[src/sv/gcd_isqrt.sv]
// pipelined integer square root, one root bit per stage
`default_nettype none
module gcd_isqrt #(
    parameter int RAD_W = 62
) (
    input  wire logic                 clk,
    input  wire logic                 rst_n,
    input  wire logic                 in_valid,
    input  wire logic [RAD_W-1:0]     rad_in,
    output logic                      out_valid,
    output logic [RAD_W/2-1:0]        root_out
);
    localparam int ROOT_W = RAD_W / 2;
    localparam int REM_W  = ROOT_W + 2;

    logic [REM_W-1:0]  rem_reg  [ROOT_W];
    logic [ROOT_W-1:0] root_reg [ROOT_W];
    logic [RAD_W-1:0]  rad_reg  [ROOT_W];
    logic              v_reg    [ROOT_W];
    logic [REM_W-1:0]  rem_next  [ROOT_W];
    logic [ROOT_W-1:0] root_next [ROOT_W];
    logic [RAD_W-1:0]  rad_next  [ROOT_W];
    logic [REM_W-1:0]  remp  [ROOT_W];
    logic [ROOT_W-1:0] rootp [ROOT_W];
    logic [RAD_W-1:0]  radp  [ROOT_W];
    logic [REM_W+1:0]  rem_sh [ROOT_W];
    logic [REM_W+1:0]  trial  [ROOT_W];

    always_comb
    begin
        remp[0]  = '0;
        rootp[0] = '0;
        radp[0]  = rad_in;
        for (int i = 1; i < ROOT_W; i++)
        begin
            remp[i]  = rem_reg[i-1];
            rootp[i] = root_reg[i-1];
            radp[i]  = rad_reg[i-1];
        end
        for (int i = 0; i < ROOT_W; i++)
        begin
            rem_sh[i] = {remp[i], radp[i][RAD_W-1:RAD_W-2]};
            trial[i]  = (REM_W+2)'({rootp[i], 2'b01});
            rad_next[i] = {radp[i][RAD_W-3:0], 2'b00};
            if (rem_sh[i] >= trial[i])
            begin
                rem_next[i]  = REM_W'(rem_sh[i] - trial[i]);
                root_next[i] = {rootp[i][ROOT_W-2:0], 1'b1};
            end
            else
            begin
                rem_next[i]  = REM_W'(rem_sh[i]);
                root_next[i] = {rootp[i][ROOT_W-2:0], 1'b0};
            end
        end
    end

    always_ff @(posedge clk or negedge rst_n)
    begin
        if (!rst_n)
        begin
            for (int i = 0; i < ROOT_W; i++)
                v_reg[i] <= 1'b0;
        end
        else
        begin
            v_reg[0] <= in_valid;
            for (int i = 1; i < ROOT_W; i++)
                v_reg[i] <= v_reg[i-1];
        end
    end

    always_ff @(posedge clk)
    begin
        for (int i = 0; i < ROOT_W; i++)
        begin
            rem_reg[i]  <= rem_next[i];
            root_reg[i] <= root_next[i];
            rad_reg[i]  <= rad_next[i];
        end
    end

    assign out_valid = v_reg[ROOT_W-1];
    assign root_out  = root_reg[ROOT_W-1];
endmodule
`default_nettype wire

[config.mk]
export PLATFORM = sky130hd
export DESIGN_NAME = gcd_isqrt
export DESIGN_NICKNAME = d
export VERILOG_FILES = /design/src/sv/gcd_isqrt.sv
export SDC_FILE = /design/constraint.sdc
export NUM_CORES = 2
export LEC_CHECK = 0
export ABC_AREA = 0
export BUFFER_PORTS_ARGS = -buffer_cell sky130_fd_sc_hd__buf_4
export CAP_MARGIN = 20
export CELL_PAD_IN_SITES_DETAIL_PLACEMENT = 0
export CELL_PAD_IN_SITES_GLOBAL_PLACEMENT = 1
export CORE_MARGIN = 8
export CORE_UTILIZATION = 40
export DETAILED_ROUTE_END_ITERATION = 12
export GPL_TIMING_DRIVEN = 0
export PLACE_DENSITY_LB_ADDON = 0.1
export SLEW_MARGIN = 20
export SYNTH_ARGS = -nofsm -noshare
export SYNTH_HDL_FRONTEND = slang
export SYNTH_SLANG_ARGS = --single-unit
[constraint.sdc]
create_clock -name clk -period 4.9 [get_ports clk]
set_input_delay 0.98 -clock clk [delete_from_list [all_inputs] [get_ports clk]]
set_output_delay 0.98 -clock clk [all_outputs]
set_load 0.005 [all_outputs]
==> flow_summary.yaml <==
outcome:
  status: "finished, final reports clean"
route:
  post_drt_via_cell_ratio: 4.90
  ant_nets: 0
  first_pass_iters: 6
  drc: 0
  drt-initial-drc-count: 3558
  vias: 58800
  finalWirelength_um: 200000
  wl_per_cell_um: 16.7
floorplan:
  die_area_mm2: 0.234
  initial_core_util: 0.401
  rows: 172
  die_y_um: 484
  ios: 97
  core-area_mm2: 0.219
  die_x_um: 484
global_route:
  grt_pass1_vias: 58700
  grt_first_pass_wirelength_um: 318000
  antenna_found_initial: 4
  overflow: 0
  grt_use_total: 0.166
  grt_max_degree: 32
timing:
  min_period_ns: 4.52
  finalSetupViolCount: 0
  finClkSkew_ns: 0.0590
  fmax_mhz: 221
  finalHoldViolCount: 0
  post-route-period-util: 0.922
  tightestPinTransition_ns: 1.16
  drv_slew: 0
  fin_setup_tns_ns: 0
  grt_setup_unrepaired: "no"
  relSlewSlack: 0.220
clock_tree:
  insertion_delay_ns: 0.89
  cts-root-buf: "clkbuf_16"
  clockBufferDepth: 3
  cts.sinks: 2399
  clk_pin_slew_ns: 0.07
  cts_tree: "done"
  numCtsBuffers: 241
  htreeDepth: 4
  cts_repair_resize_count: 0
logic_synthesis:
  syn_area_per_cell_um2: 10.2
  synth_ff_type: "dfxtp_1"
  seq_area_frac_synth: 0.550
  synthesis.nets: 9187
  ys.warnings.count: 0
  yosys-top-cells-area: "dfxtp_1 54%, ha_1 7.5%, xnor2_1 3.9%, xor2_1 3.8%, a21oi_1 3.4%"
  yosysTopAreaCellShare: 0.541
  async_flop_share: 0.0129
  synthCells: 8594
  ys_ff_latch: 2399
  synth_edf_count: 0
  synth.distinct_cells: 98
  synth_top_cell_by_area: "dfxtp_1"
  synthesis.area_mm2: 0.0877
power_and_ir_drop:
  powerDensity_mw_per_mm2: 523
  p_leak_uw: 0.0467
  ir_drop_v: 0.000399
setup_path:
  worstPathRequired_ns: 5.62
  cp.arrival_ns: 5.23
  rr_worst_depth: 13
  path_class: "register to register"
  start_kind: "register"
  end_kind: "register"
  cp_max_fo: 10
min_path:
  min_path_cells: 1
  hp-class: "primary input to register"
final_layout:
  nets: 9527
  final_layout_size_suffix_gt1_frac: 0.0776
  fin_area_mm2: 0.101
  area_growth_pct: 14.8
  largest_register_ffs: 942
job:
  maxCapViolCount: 0
placed_design:
  gp_congestion: 0.859
  place_area_mm2: 0.0920
  port_buffers: 96
  hpwl_um: 156000
[worst max-delay path, stage by stage (launching register included)]
cell and delay, ns:
dfxtp_1 0.36, inv_1 0.05, ha_1 0.34, o21a_1 0.14, o21a_1 0.20, o21bai_1 0.21, a21oi_1 0.14, o311ai_0 0.67
nand3_1 0.23, nor2_1 0.75, inv_1 0.42, o211ai_1 0.52, nor3_1 0.14, xor2_1 0.18
[cell usage in the layout (no fill, tap or decap), types with 19 or more instances in the layout]
master | synthesis | layout
dfxtp_1 | 2368 | 2368
buf_4 | 2 | 98
a211oi_1 | 39 | 39
buf_2 | 26 | 26
and2_1 | 32 | 32
o211ai_1 | 34 | 34
clkbuf_16 | 0 | 241
or3_1 | 100 | 100
o21ai_0 | 391 | 391
nand4_1 | 93 | 93
nand2_1 | 508 | 508
clkinv_2 | 0 | 40
a21oi_1 | 587 | 587
clkbuf_1 | 120 | 175
o31ai_1 | 52 | 52
or2_2 | 44 | 44
o31a_1 | 19 | 19
and3_1 | 44 | 44
xor2_1 | 385 | 385
o21a_1 | 98 | 98
nor3_1 | 230 | 229
a21o_1 | 209 | 209
mux2_2 | 92 | 92
o21bai_1 | 55 | 55
nand3_1 | 151 | 151
nor2b_1 | 77 | 77
clkbuf_8 | 0 | 41
nor4_1 | 115 | 114
a31oi_1 | 54 | 54
inv_1 | 653 | 653
or4_1 | 46 | 46
nor2_1 | 610 | 610
dfrtp_1 | 31 | 31
ha_1 | 528 | 528
bufinv_16 | 0 | 32
xnor2_1 | 391 | 391
nand2b_1 | 101 | 101
[timing repair]
item	CTS	global route
setup endpoints to repair	0	0
hold buffers	1	0
endpoints found under the hold margin	31	0
setup buffers	0	0
[cell families after synthesis]
family	synth area share
simple gates	0.125
buf+inv	0.0355
flops	0.550
mux	0.0138
other cells	0.0000428
fa+ha+maj	0.0753
compound gates	0.124
xor+xnor	0.0775
[Yosys cell counts (all sizes together) (92+ instances only)]
master	number
dfxtp	2368
inv	659
nor2	610
a21oi	587
ha	528
nand2	508
o21ai	396
xnor2	391
xor2	385
nor3	234
a21o	209
nand3	151
nor4	121
clkbuf	120
or3	102
nand2b	101
o21a	98
nand4	93
mux2	92
[routing by layer]
| layer | vias to the layer above | GRT usage | part of all wire |
|---|---|---|---|
| met1 | 27400 | 0.229 | 0.49 |
| met2 | 1000 | 0.272 | 0.45 |
| met5 | - | 0 | 0 |
| met3 | 294 | 0.0238 | 0.038 |
| li1 | 30200 | - | - |
| met4 | 0 | 0.0499 | 0.026 |
[worst paths after layout]
kind,from,to,slack [ns]
worst max-delay path,root_reg[0][341]$_DFF_P_,rem_reg[0][414]$_DFF_P_,0.38
worst max register to register,root_reg[0][341]$_DFF_P_,rem_reg[0][414]$_DFF_P_,0.38
worst min register to register,rad_reg[0][511]$_DFF_P_,rad_reg[0][573]$_DFF_P_,0.29
max in group asynchronous,rst_n,v_reg[10]$_DFF_PN0_,4.06
worst min-delay path,rad_in[1],rad_reg[0][1]$_DFF_P_,0.18
min in group asynchronous,rst_n,v_reg[5]$_DFF_PN0_,0.56
[per-stage QoR]
stage / utilization / hold WS, ns / cells / worst slack [ns] / power (µW)
3_5_place_dp: 0.420 / 0.312 / 11600 / 0.508 / 33900
2_1_floorplan: - / 0.310 / 8594 / 1.91 / 31000
6_report: 0.460 / 0.176 / 12000 / 0.385 / 52600
4_1_cts: 0.460 / 0.0689 / 12000 / 0.485 / 53400
3_3_place_gp: 0.420 / 0.310 / 11600 / 0.455 / 33900
5_1_grt: 0.460 / 0.0964 / 12000 / 0.0900 / 55600
[cell type report]
| cell class | instances | area [µm²] |
|---|---|---|
| flip-flops and latches | 2399 | 48200 |
| plain buffers | 158 | 641 |
| repair buffers | 97 | 731 |
| well taps | 2871 | 3590 |
| fillers | 20700 | 118000 |
| diodes | 4 | 10.0 |
| multi-input cells | 5378 | 36400 |
| clock buffers | 337 | 6800 |
| clock inverters | 114 | 1810 |
| inverters | 659 | 2470 |
[report_power, final]
group	switching (µW)	internal [µW]
logic	4670	3670
registers	2420	22700
clock network	7680	11500
Power figures use the tool's default switching activity.
